===== config.mk =====
export PLATFORM = sky130hd
export DESIGN_NAME = voice_effect_chain_core_flat
export DESIGN_NICKNAME = d
export VERILOG_FILES = /design/src/rtl/core/vec_pkg.sv /design/src/rtl/core/vec_channels.sv /design/src/rtl/core/voice_effect_chain_core.sv /design/src/rtl/core/vec_noise.sv /design/src/rtl/core/vec_radio.sv /design/src/rtl/core/vec_voice.sv /design/src/flat_wrapper.sv
export SDC_FILE = /design/constraint.sdc
export NUM_CORES = 1
export LEC_CHECK = 0
export ABC_AREA = 1
export ABC_CLOCK_PERIOD_IN_PS = 40700
export BUFFER_PORTS_ARGS = -buffer_cell sky130_fd_sc_hd__buf_2
export CAP_MARGIN = 0
export CORE_MARGIN = 3
export CORE_UTILIZATION = 26
export DETAILED_ROUTE_END_ITERATION = 16
export PLACE_DENSITY = 0.46
export SLEW_MARGIN = 30
export SYNTH_ARGS = -nofsm -noshare
export SYNTH_HDL_FRONTEND = slang
export SYNTH_HIERARCHICAL = 1
export SYNTH_SLANG_ARGS = --single-unit

===== constraint.sdc =====
create_clock -name clk -period 40.7 [get_ports clk]
set_clock_uncertainty 0.1 [all_clocks]
set_input_delay 8.14 -clock clk [delete_from_list [all_inputs] [get_ports clk]]
set_output_delay 8.14 -clock clk [all_outputs]
set_load 0.01 [all_outputs]

===== src/rtl/core/vec_pkg.sv =====
// ----------------------------------------------------------------------------
// vec_pkg
// Shared types and constants of the voice effect core.
// ----------------------------------------------------------------------------
package vec_pkg;

    typedef enum logic [1:0] {
        MODE_PASS   = 2'd0,
        MODE_NOISE  = 2'd1,
        MODE_WALKIE = 2'd2,
        MODE_VOICE  = 2'd3
    } mode_t;

    localparam int SAMPLE_W = 16;
    localparam int MODE_W   = 2;

    localparam int NOISE_OFFSET = 32768;
    localparam int NOISE_SCALE  = 3277;

    localparam int RADIO_STATE_W  = 24;
    localparam int RADIO_FB_MUL   = 31;
    localparam int RADIO_GATE     = 300;
    localparam int RADIO_KNEE     = 12000;
    localparam int RADIO_CLIP     = 18000;
    localparam int RADIO_DITHER_C = 3;

    localparam int VOICE_GAIN_W     = 3;
    localparam int VOICE_GAIN_RESET = 2;
    localparam int VOICE_GAIN_MIN   = 1;
    localparam int VOICE_GAIN_MAX   = 6;
    localparam int VOICE_AGC_HIGH   = 12000;
    localparam int VOICE_AGC_LOW    = 3000;
    localparam int VOICE_KNEE       = 14000;
    localparam int VOICE_CLIP       = 16000;

endpackage


===== src/rtl/core/vec_channels.sv =====
// ----------------------------------------------------------------------------
// vec_channels
// Valid/ready channel interfaces for samples, results and configuration.
// ----------------------------------------------------------------------------
interface vec_sample_if;
    logic                 valid;
    logic                 ready;
    logic signed [15:0]   sample_in;
    logic        [15:0]   random_word;

    modport source (output valid, output sample_in, output random_word, input ready);
    modport sink   (input valid, input sample_in, input random_word, output ready);
endinterface

interface vec_result_if;
    logic                 valid;
    logic                 ready;
    logic signed [15:0]   sample_out;

    modport source (output valid, output sample_out, input ready);
    modport sink   (input valid, input sample_out, output ready);
endinterface

interface vec_cfg_if;
    logic                 valid;
    logic                 ready;
    logic        [1:0]    data;

    modport source (output valid, output data, input ready);
    modport sink   (input valid, input data, output ready);
endinterface


===== src/rtl/core/voice_effect_chain_core.sv =====
// ----------------------------------------------------------------------------
// voice_effect_chain_core
// Per-sample voice effect selected by a mode register.
// ----------------------------------------------------------------------------
// The core takes one sample request per clock unless a stalled result backs
// it up, and returns one result per request, in order. A request lands in the
// input register, the selected effect chain runs through combinational logic,
// and the result register captures its output as the input register advances.
// Throughput is one sample per clock while results are taken, set by the input
// and result registers; a stalled result holds the input register, and a new
// request is still taken whenever the input register is empty or moving
// forward. Each effect's filter state advances only when one of its samples
// moves into the result register. Write the mode only while idle.
module voice_effect_chain_core (
    input  logic      clk,
    input  logic      rst_n,
    vec_sample_if.sink   samples,
    vec_result_if.source results,
    vec_cfg_if.sink      cfg
);

    vec_pkg::mode_t     mode_reg;

    logic               in_valid_reg;
    logic signed [15:0] x_reg;
    logic        [15:0] r_reg;
    logic               out_valid_reg;
    logic signed [15:0] y_reg;

    logic               advance;
    logic               accept;
    logic signed [15:0] y_next;
    logic signed [15:0] y_noise;
    logic signed [15:0] y_radio;
    logic signed [15:0] y_voice;
    logic               radio_en;
    logic               voice_en;

    assign advance        = in_valid_reg && (!out_valid_reg || results.ready);
    assign samples.ready  = !in_valid_reg || advance;
    assign accept         = samples.valid && samples.ready;
    assign cfg.ready      = 1'b1;
    assign results.valid  = out_valid_reg;
    assign results.sample_out = y_reg;

    assign radio_en = advance && (mode_reg == vec_pkg::MODE_WALKIE);
    assign voice_en = advance && (mode_reg == vec_pkg::MODE_VOICE);

    vec_noise u_noise (
        .r (r_reg),
        .y (y_noise)
    );

    vec_radio u_radio (
        .clk   (clk),
        .rst_n (rst_n),
        .en    (radio_en),
        .x     (x_reg),
        .r     (r_reg[2:0]),
        .y     (y_radio)
    );

    vec_voice u_voice (
        .clk   (clk),
        .rst_n (rst_n),
        .en    (voice_en),
        .x     (x_reg),
        .r     (r_reg),
        .y     (y_voice)
    );

    always_comb
    begin
        case (mode_reg)
            vec_pkg::MODE_NOISE:  y_next = y_noise;
            vec_pkg::MODE_WALKIE: y_next = y_radio;
            vec_pkg::MODE_VOICE:  y_next = y_voice;
            default:              y_next = x_reg;
        endcase
    end

    always_ff @(posedge clk or negedge rst_n)
    begin
        if (!rst_n)
        begin
            mode_reg      <= vec_pkg::MODE_PASS;
            in_valid_reg  <= 1'b0;
            out_valid_reg <= 1'b0;
        end
        else
        begin
            if (cfg.valid)
                mode_reg <= vec_pkg::mode_t'(cfg.data);

            // hold the input register while the result stalls
            if (accept)
                in_valid_reg <= 1'b1;
            else if (advance)
                in_valid_reg <= 1'b0;

            if (advance)
                out_valid_reg <= 1'b1;
            else if (results.ready)
                out_valid_reg <= 1'b0;
        end
    end

    always_ff @(posedge clk)
    begin
        if (accept)
        begin
            x_reg <= samples.sample_in;
            r_reg <= samples.random_word;
        end
        if (advance)
            y_reg <= y_next;
    end

endmodule


===== src/rtl/core/vec_noise.sv =====
// ----------------------------------------------------------------------------
// vec_noise
// Scaled white noise from the random word, truncated toward zero.
// ----------------------------------------------------------------------------
module vec_noise (
    input  logic        [15:0] r,
    output logic signed [15:0] y
);

    logic signed [16:0] v;
    logic signed [28:0] p;
    logic signed [28:0] p_adj;

    always_comb
    begin
        v     = $signed({1'b0, r}) - 17'sd32768;
        p     = 29'(v) * 29'(vec_pkg::NOISE_SCALE);
        // bias negative products so the shift rounds toward zero
        p_adj = p + (p[28] ? 29'sd65535 : 29'sd0);
        y     = 16'(p_adj >>> 16);
    end

endmodule


===== src/rtl/core/vec_radio.sv =====
// ----------------------------------------------------------------------------
// vec_radio
// Radio voice chain: leaky high-pass, low-pass, gate, gain, knee, clip, dither.
// ----------------------------------------------------------------------------
module vec_radio (
    input  logic               clk,
    input  logic               rst_n,
    input  logic               en,
    input  logic signed [15:0] x,
    input  logic        [2:0]  r,
    output logic signed [15:0] y
);

    logic signed [15:0] last_in_reg;
    logic signed [23:0] last_hp_reg;
    logic signed [23:0] acc_reg;
    logic signed [23:0] last_hp_next;
    logic signed [23:0] acc_next;

    logic signed [29:0] fb_mul;
    logic signed [29:0] hp_full;
    logic signed [24:0] diff;
    logic signed [24:0] acc_full;
    logic signed [25:0] y_gain;
    logic signed [25:0] y_knee;
    logic signed [25:0] y_clip;
    logic signed [4:0]  dith;

    always_comb
    begin
        fb_mul       = 30'(last_hp_reg) * 30'(vec_pkg::RADIO_FB_MUL);
        hp_full      = 30'(x) - 30'(last_in_reg) + (fb_mul >>> 5);
        last_hp_next = hp_full[23:0];
        diff         = 25'(last_hp_next) - 25'(acc_reg);
        acc_full     = 25'(acc_reg) + (diff >>> 3);
        acc_next     = acc_full[23:0];

        // gate small values, then gain of four
        if (acc_next > -vec_pkg::RADIO_GATE && acc_next < vec_pkg::RADIO_GATE)
            y_gain = 26'sd0;
        else
            y_gain = {acc_next, 2'b00};

        if (y_gain > vec_pkg::RADIO_KNEE)
            y_knee = 26'(vec_pkg::RADIO_KNEE) + ((y_gain - 26'(vec_pkg::RADIO_KNEE)) >>> 3);
        else if (y_gain < -vec_pkg::RADIO_KNEE)
            y_knee = -26'(vec_pkg::RADIO_KNEE) + ((y_gain + 26'(vec_pkg::RADIO_KNEE)) >>> 3);
        else
            y_knee = y_gain;

        if (y_knee > vec_pkg::RADIO_CLIP)
            y_clip = 26'(vec_pkg::RADIO_CLIP);
        else if (y_knee < -vec_pkg::RADIO_CLIP)
            y_clip = -26'(vec_pkg::RADIO_CLIP);
        else
            y_clip = y_knee;

        dith = $signed({2'b00, r}) - 5'(vec_pkg::RADIO_DITHER_C);
        // dither only nonzero samples
        if (y_clip != 26'sd0)
            y = 16'(y_clip + 26'(dith));
        else
            y = 16'sd0;
    end

    always_ff @(posedge clk or negedge rst_n)
    begin
        if (!rst_n)
        begin
            last_in_reg <= '0;
            last_hp_reg <= '0;
            acc_reg     <= '0;
        end
        else if (en)
        begin
            last_in_reg <= x;
            last_hp_reg <= last_hp_next;
            acc_reg     <= acc_next;
        end
    end

endmodule


===== src/rtl/core/vec_voice.sv =====
// ----------------------------------------------------------------------------
// vec_voice
// Loud voice chain: difference high-pass, boost, AGC, knee, clip, dither.
// ----------------------------------------------------------------------------
module vec_voice (
    input  logic               clk,
    input  logic               rst_n,
    input  logic               en,
    input  logic signed [15:0] x,
    input  logic        [15:0] r,
    output logic signed [15:0] y
);

    // remainder by three: base-4 digits sum to the same residue
    function automatic logic [1:0] mod3_16(input logic [15:0] v);
        logic [4:0] s;
        logic [2:0] t;
        logic [1:0] m;
        s = '0;
        for (int i = 0; i < 8; i++)
            s = s + 5'(v[2*i +: 2]);
        t = 3'(s[1:0]) + 3'(s[3:2]) + 3'(s[4]);
        case (t)
            3'd1, 3'd4, 3'd7: m = 2'd1;
            3'd2, 3'd5:       m = 2'd2;
            default:          m = 2'd0;
        endcase
        return m;
    endfunction

    logic signed [15:0] last_in_reg;
    logic        [2:0]  gain_reg;
    logic        [2:0]  gain_next;

    logic signed [16:0] d;
    logic signed [16:0] half;
    logic signed [17:0] y_boost;
    logic signed [17:0] mag;
    logic        [3:0]  g_step;
    logic signed [20:0] y_gain;
    logic signed [20:0] t_over;
    logic signed [20:0] y_knee;
    logic signed [20:0] y_clip;
    logic signed [2:0]  dith;

    always_comb
    begin
        d       = 17'(x) - 17'(last_in_reg);
        // halve toward zero
        half    = (d + (d[16] ? 17'sd1 : 17'sd0)) >>> 1;
        y_boost = 18'(d) + 18'(half);
        mag     = y_boost[17] ? -y_boost : y_boost;

        if (mag > vec_pkg::VOICE_AGC_HIGH)
            g_step = {1'b0, gain_reg} - 4'd1;
        else if (mag < vec_pkg::VOICE_AGC_LOW)
            g_step = {1'b0, gain_reg} + 4'd1;
        else
            g_step = {1'b0, gain_reg};

        if (g_step < 4'(vec_pkg::VOICE_GAIN_MIN))
            gain_next = 3'(vec_pkg::VOICE_GAIN_MIN);
        else if (g_step > 4'(vec_pkg::VOICE_GAIN_MAX))
            gain_next = 3'(vec_pkg::VOICE_GAIN_MAX);
        else
            gain_next = g_step[2:0];

        y_gain = 21'(y_boost) * $signed({18'b0, gain_next});

        if (y_gain > vec_pkg::VOICE_KNEE)
        begin
            t_over = y_gain - 21'(vec_pkg::VOICE_KNEE);
            y_knee = 21'(vec_pkg::VOICE_KNEE) + (t_over >>> 2);
        end
        else if (y_gain < -vec_pkg::VOICE_KNEE)
        begin
            t_over = y_gain + 21'(vec_pkg::VOICE_KNEE);
            // quarter toward zero
            y_knee = -21'(vec_pkg::VOICE_KNEE) + ((t_over + 21'sd3) >>> 2);
        end
        else
        begin
            t_over = '0;
            y_knee = y_gain;
        end

        if (y_knee > vec_pkg::VOICE_CLIP)
            y_clip = 21'(vec_pkg::VOICE_CLIP);
        else if (y_knee < -vec_pkg::VOICE_CLIP)
            y_clip = -21'(vec_pkg::VOICE_CLIP);
        else
            y_clip = y_knee;

        dith = $signed({1'b0, mod3_16(r)}) - 3'sd1;
        y    = 16'(y_clip + 21'(dith));
    end

    always_ff @(posedge clk or negedge rst_n)
    begin
        if (!rst_n)
        begin
            last_in_reg <= '0;
            gain_reg    <= 3'(vec_pkg::VOICE_GAIN_RESET);
        end
        else if (en)
        begin
            last_in_reg <= x;
            gain_reg    <= gain_next;
        end
    end

endmodule


===== src/flat_wrapper.sv =====
// flat-port wrapper written by rule: the top's interface ports become plain ports
module voice_effect_chain_core_flat 
  (clk, rst_n, samples_valid, samples_sample_in, samples_random_word, samples_ready, results_valid, results_sample_out, results_ready, cfg_valid, cfg_data, cfg_ready);
  vec_sample_if samples_i ();
  vec_result_if results_i ();
  vec_cfg_if cfg_i ();
  input  logic clk;
  input  logic rst_n;
  input wire logic [$bits(samples_i.valid)-1:0] samples_valid;
  input wire logic [$bits(samples_i.sample_in)-1:0] samples_sample_in;
  input wire logic [$bits(samples_i.random_word)-1:0] samples_random_word;
  output wire logic [$bits(samples_i.ready)-1:0] samples_ready;
  output wire logic [$bits(results_i.valid)-1:0] results_valid;
  output wire logic [$bits(results_i.sample_out)-1:0] results_sample_out;
  input wire logic [$bits(results_i.ready)-1:0] results_ready;
  input wire logic [$bits(cfg_i.valid)-1:0] cfg_valid;
  input wire logic [$bits(cfg_i.data)-1:0] cfg_data;
  output wire logic [$bits(cfg_i.ready)-1:0] cfg_ready;
  assign samples_i.valid = samples_valid;
  assign samples_i.sample_in = samples_sample_in;
  assign samples_i.random_word = samples_random_word;
  assign samples_ready = samples_i.ready;
  assign results_valid = results_i.valid;
  assign results_sample_out = results_i.sample_out;
  assign results_i.ready = results_ready;
  assign cfg_i.valid = cfg_valid;
  assign cfg_i.data = cfg_data;
  assign cfg_ready = cfg_i.ready;
  voice_effect_chain_core u_core (.clk(clk), .rst_n(rst_n), .samples(samples_i), .results(results_i), .cfg(cfg_i));
endmodule

---- After elaboration in Yosys (flattened, before gate mapping) ----
Index checks and enable logic that the tools add are counted.
word-level totals
  input bits .............................. 39
  flip-flop bits (word level) ............. 135
operators by class
  reductions and logical operators ........ 14
  $lt $le $gt $ge ......................... 14
  $add $sub $neg .......................... 34
  multipliers ............................. 3
  equal/unequal tests ..................... 8
  multiplexer cells ....................... 23
operators by type and width
  cell                      count
  $mux W26                  5
  $mux W16                  4
  $add A15 B23 Y24 const A  2
  $pmux W16 S3              1
  $gt A21 B15 Y1 const B    2
  $lt A21 B15 Y1 const B    2
  $mux W21                  2
  $add A15 B19 Y20 const A  2
  $sub A16 B16 Y17          2
  $add A29 B17 Y29          1
  $mul A17 B13 Y29 const B  1
  $mul A24 B6 Y29 const B   1
  $add A26 B15 Y26 const B  1
  $gt A26 B15 Y1 const B    1
  $gt A26 B16 Y1 const B    1
  $lt A26 B15 Y1 const B    1
  $lt A26 B16 Y1 const B    1
  $reduce_bool A26 Y1       1
  $sub A26 B15 Y26 const B  1
  $sub A24 B24 Y25          1
  $add A17 B24 Y24          1
  $add A24 B22 Y24          1
  $gt A24 B10 Y1 const B    1
  $lt A24 B10 Y1 const B    1
  39 further kinds          59

---- Longest topological paths before layout ----
  depth after elaboration ................. 23
  gate-level depth with buffers ........... 121
  mapped depth without buffers ............ 120

---- By module ----
The synthesis kept the hierarchy.
by module, submodules not included
  module                   cells each  sequential area each (µm²)  area each (µm²)  instances
  vec_radio                2176        1601.5                      14193.6          1
  vec_voice                1786        476.7                       9826.9           1
  vec_noise                767         0.0                         5122.4           1
  voice_effect_chain_core  163         1541.5                      2165.8           1

---- Worst setup path after synthesis ----
Ideal clock, no wire load.
  path type ............................... input -> output
  start point ............................. input results_ready
  end point ............................... output samples_ready
  path slack .............................. 24.136 ns
  stages on the path ...................... 2
  arrival time ............................ 8.324 ns
  path buffers ............................ 0
  cells stage by stage .................... inv_1 -> nand3_1
between the ends
  word-level cells in the longest chain between the ends .. 3
ends and longest elaborated chain
  what                 RTL line                       text
  start: declaration   flat_wrapper.sv:15             input wire logic [$bits(results_i.ready)-1:0] results_ready;
  $logic_or A1 B1 Y1   voice_effect_chain_core.sv:39  assign advance = in_valid_reg && (!out_valid_reg || results.ready);
  $logic_and A1 B1 Y1  voice_effect_chain_core.sv:39
  $logic_or A1 B1 Y1   voice_effect_chain_core.sv:40  assign samples.ready = !in_valid_reg || advance;
  end: declaration     flat_wrapper.sv:12             output wire logic [$bits(samples_i.ready)-1:0] samples_ready;
Every way passes these cells.

---- Worst setup path after layout ----
  start point ............................. register u_core.u_radio.last_hp_reg[5]
  end point ............................... register u_core.y_reg[15], in the netlist u_core/results.sample_out[15] (data pin)
between the ends
  word-level cells in the longest chain between the ends .. 17
  elaborated cells on any way between the ends .. 24
  classes of those cells .................. 8 x add/sub; 1 x mul; 6 x order compare; 7 x mux; 2 x reduce/logical
ends and longest elaborated chain
  what                                                           RTL line                          text
  start: declaration                                             vec_radio.sv:15                   logic signed [23:0] last_hp_reg;
  start signal: assignment                                       vec_radio.sv:77                   last_hp_reg <= last_hp_next;
  $mul A24 B6 Y29 (*)                                            vec_radio.sv:31                   fb_mul = 30'(last_hp_reg) * 30'(vec_pkg::RADIO_FB_MUL);
  $add A17 B24 Y24 (*)                                           vec_radio.sv:32                   hp_full = 30'(x) - 30'(last_in_reg) + (fb_mul >>> 5);
  via u_core.u_radio.hp_full[7]                                  vec_radio.sv:21                   logic signed [29:0] hp_full;
  $sub A24 B24 Y25 (*)                                           vec_radio.sv:34                   diff = 25'(last_hp_next) - 25'(acc_reg);
  $add A24 B22 Y24 (*)                                           vec_radio.sv:35                   acc_full = 25'(acc_reg) + (diff >>> 3);
  $gt A24 B10 Y1 / $lt A24 B10 Y1 (equally long branches)        vec_radio.sv:39                   if (acc_next > -vec_pkg::RADIO_GATE && acc_next < vec_pkg::RADIO_GATE)
  $logic_and A1 B1 Y1                                            vec_radio.sv:39
  $mux W26 (*)                                                   vec_radio.sv:39
  [4 not listed]                                                 -
  $lt A26 B16 Y1                                                 vec_radio.sv:53                   else if (y_knee < -vec_pkg::RADIO_CLIP)
  $mux W26                                                       vec_radio.sv:53
  $mux W26 (*)                                                   vec_radio.sv:51                   if (y_knee > vec_pkg::RADIO_CLIP)
  $add A16 B4 Y16 / $reduce_bool A26 Y1 (equally long branches)  vec_radio.sv:61, vec_radio.sv:60
  $mux W16 (*)                                                   vec_radio.sv:60                   if (y_clip != 26'sd0)
  via u_core.y_radio[15]                                         voice_effect_chain_core.sv:34     logic signed [15:0] y_radio;
  $pmux W16 S3 (*)                                               voice_effect_chain_core.sv:74     case (mode_reg)
  via u_core.y_next[15]                                          voice_effect_chain_core.sv:32     logic signed [15:0] y_next;
  end signal: assignment                                         voice_effect_chain_core.sv:116    y_reg <= y_next;
  end: declaration                                               voice_effect_chain_core.sv:28     logic signed [15:0] y_reg;
The timed path passes the listed nets; every way through them passes the cells marked *.
A chain may end at the register's enable or synchronous reset.

==> flow_summary.ini <==
[status]
outcome = finished clean

[cells_and_area]
nFillCells = 13339
drive_gt1_frac = 0.0798
nNetsFinal = 5464
fin_util = 0.285
final_cell_mix = nand2_1 (1,366), inv_1 (923), nand3_1 (421), nor2_1 (370), ha_1 (327)
syn2layout_area_growth_pct = 8.15
final_common_cell = nand2_1

[synth]
syn_area_per_cell_um2 = 6.40
synth_edf_count = 48
synth_area_um2 = 31300
synth-seq-cells = 135
yosysUniqueCellTypes = 70
synthCells = 4892
yosys_most_used_dff = dfrtp_1
synth_top_cells_by_area = nand2_1 (16%), ha_1 (13%), fa_1 (12%)
async_reset_ff_frac = 0.644
synth_top_area_cell = nand2_1
yosys.area.top_type_share = 0.164
synth_seq_area_share = 0.116
yosysWarnings = 6
syn-num-nets = 5445

[grt]
grt-ovfl-total = 0
grt_pass1_wl_um = 156000
grt_pass1_vias = 28850
grt_start_max_net_pins = 56
antenna_found_initial = 0
track_usage = 0.154

[hold_path]
holdPathStages = 2
hp-class = reg2reg
hp-start = u_core/u_radio/last_in_reg[0]
hold_path_end = u_core/u_radio/last_in_reg[0]

[cts]
htree_num_levels = 4
path_clk_slew_ps = 70
root_buffer = clkbuf_16
cts_tree = built
cts_setup_buffers = 0
cts_resized = 0
cts_buffers = 17
hold_buffers = 0
clkSinkCount = 135
cts_buffer_depth = 2
worst_skew_pair.late_latency_ps = 470

[floorplan]
die_area_um2 = 125000
rows = 126
die_w_um = 353
initial_utilization = 0.264
die_h_um = 353
ios = 58
core_area_um2 = 119000

[critical_path]
crit_buf_inv = 11
max_stage_delay_ps = 570
worst-path-stages = 100
critPathKind = reg2reg
end_kind = flop
worstReg2RegEnd = u_core/results.sample_out[15]
cpLargestDelayFamily = simple AND/OR/NAND/NOR gates
worstPathRequired_ps = 40820
cpMostUsedCell = nand2_1
worstPathArrival_ps = 17950
rrSetupSlack_ps = 22870
worstRegToRegCells = 100
reg2reg_from = u_core/u_radio/last_hp_reg[5]
cp_slowest_cell = nand3_2
cp_max_fo = 24
cp-start-kind = flop

[sta]
drv_slew = 0
rsz0062_at_grt = false
tightest_slew_ps = 938
post-route-period-util = 0.438
setup_tns_ps = 0
hold_viol = 0
clock.fmax_mhz = 56.1
period_needed_ps = 17830
slew_headroom = 0.375
setup_viol = 0

[detailed_routing]
vias_per_cell = 4.53
wl_per_cell_um = 14.8
routed_wl_um = 96500
drt_iter0_markers = 1890
via_count = 29565
ant_nets = 0
drcViolationCount = 0
firstDrtPassIters = 6

[flow_run]
maxCapViolations = 0

[placement]
hpwl_um = 82100
portBuffers = 56
gp_congestion = 0.884
==> layer usage <==
layer	global-route usage	wire (um)	up-vias
met4	0.0261	1220	0
met2	0.256	43600	455
met3	0.0221	3790	71
li1	-	-	15418
met5	0	0	-
met1	0.214	47800	13621
==> worst reg2reg max path, delay by kind of cell, from the launching register on <==
kind	cells	cell delay (ps)
AOI/OAI and AO/OA	26	4740
xor gates and xnor gates	5	890
adders and majority gates	11	4090
buffers and inverters	11	990
DFF	1	510
and+or+nand+nor	47	6210
==> cells in the mapped netlist (48+ instances only) <==
library cell and number:
nand2_1 1366, inv_1 924, nand3_1 421, nor2_1 370, ha_1 327, a21oi_1 210, fa_1 187, o21ai_0 154
xor2_1 115, nand4_1 95, dfrtp_1 86, nand2_2 68, inv_2 58, xnor2_1 49, edfxtp_1 48
==> stage by stage <==
step / setup slack (ps) / cell area, um^2 / hold slack (ps) / instances
after floorplan: 24140 / 31300 / 348 / 4892
after global placement: 23000 / 33200 / 371 / 6492
after detailed placement: 22960 / 33200 / 375 / 6492
after CTS: 22870 / 33900 / 393 / 6524
after global routing: 20840 / 33900 / 433 / 6524
final: 22870 / 33900 / 393 / 6525
==> worst max path at each step <==
stage                                        from                            end  slack (ps)
finish              u_core/u_radio/last_hp_reg[5]  u_core/results.sample_out[15]       22870
global route        u_core/u_radio/last_hp_reg[5]  u_core/results.sample_out[15]       20840
CTS                 u_core/u_radio/last_hp_reg[5]  u_core/results.sample_out[15]       22870
detailed placement  u_core/u_radio/last_hp_reg[5]  u_core/results.sample_out[15]       22960
global placement    u_core/u_radio/last_hp_reg[4]  u_core/results.sample_out[14]       23000
floorplan                           results_ready                  samples_ready       24140
==> cell type report <==
type	instances	area [um^2]	area share
antenna	1	2.50	0.0000739
clock buffer	17	425	0.0126
clock inverter	15	225	0.00665
inverter	992	3730	0.110
multi-input combinational	3699	23500	0.694
sequential	135	3620	0.107
tap	1600	2000	0.0591
timing repair buffer	66	358	0.0106
==> cells by family (layout without fill, tap and decap cells) <==
family          count (synthesis)  count (layout)  share of synthesized area
flops                         135             135                      0.116
simple gates                 2550            2550                      0.368
mux                             1               1                   0.000360
other cells                     1               2                   0.000120
compound gates                463             463                     0.0822
xor+xnor                      170             170                     0.0490
buf+inv                      1058            1090                      0.134
fa+ha+maj                     514             514                      0.250
Power is not shown: default switching activity piles up to over one toggle a cycle in this logic, so the estimate is an artifact.
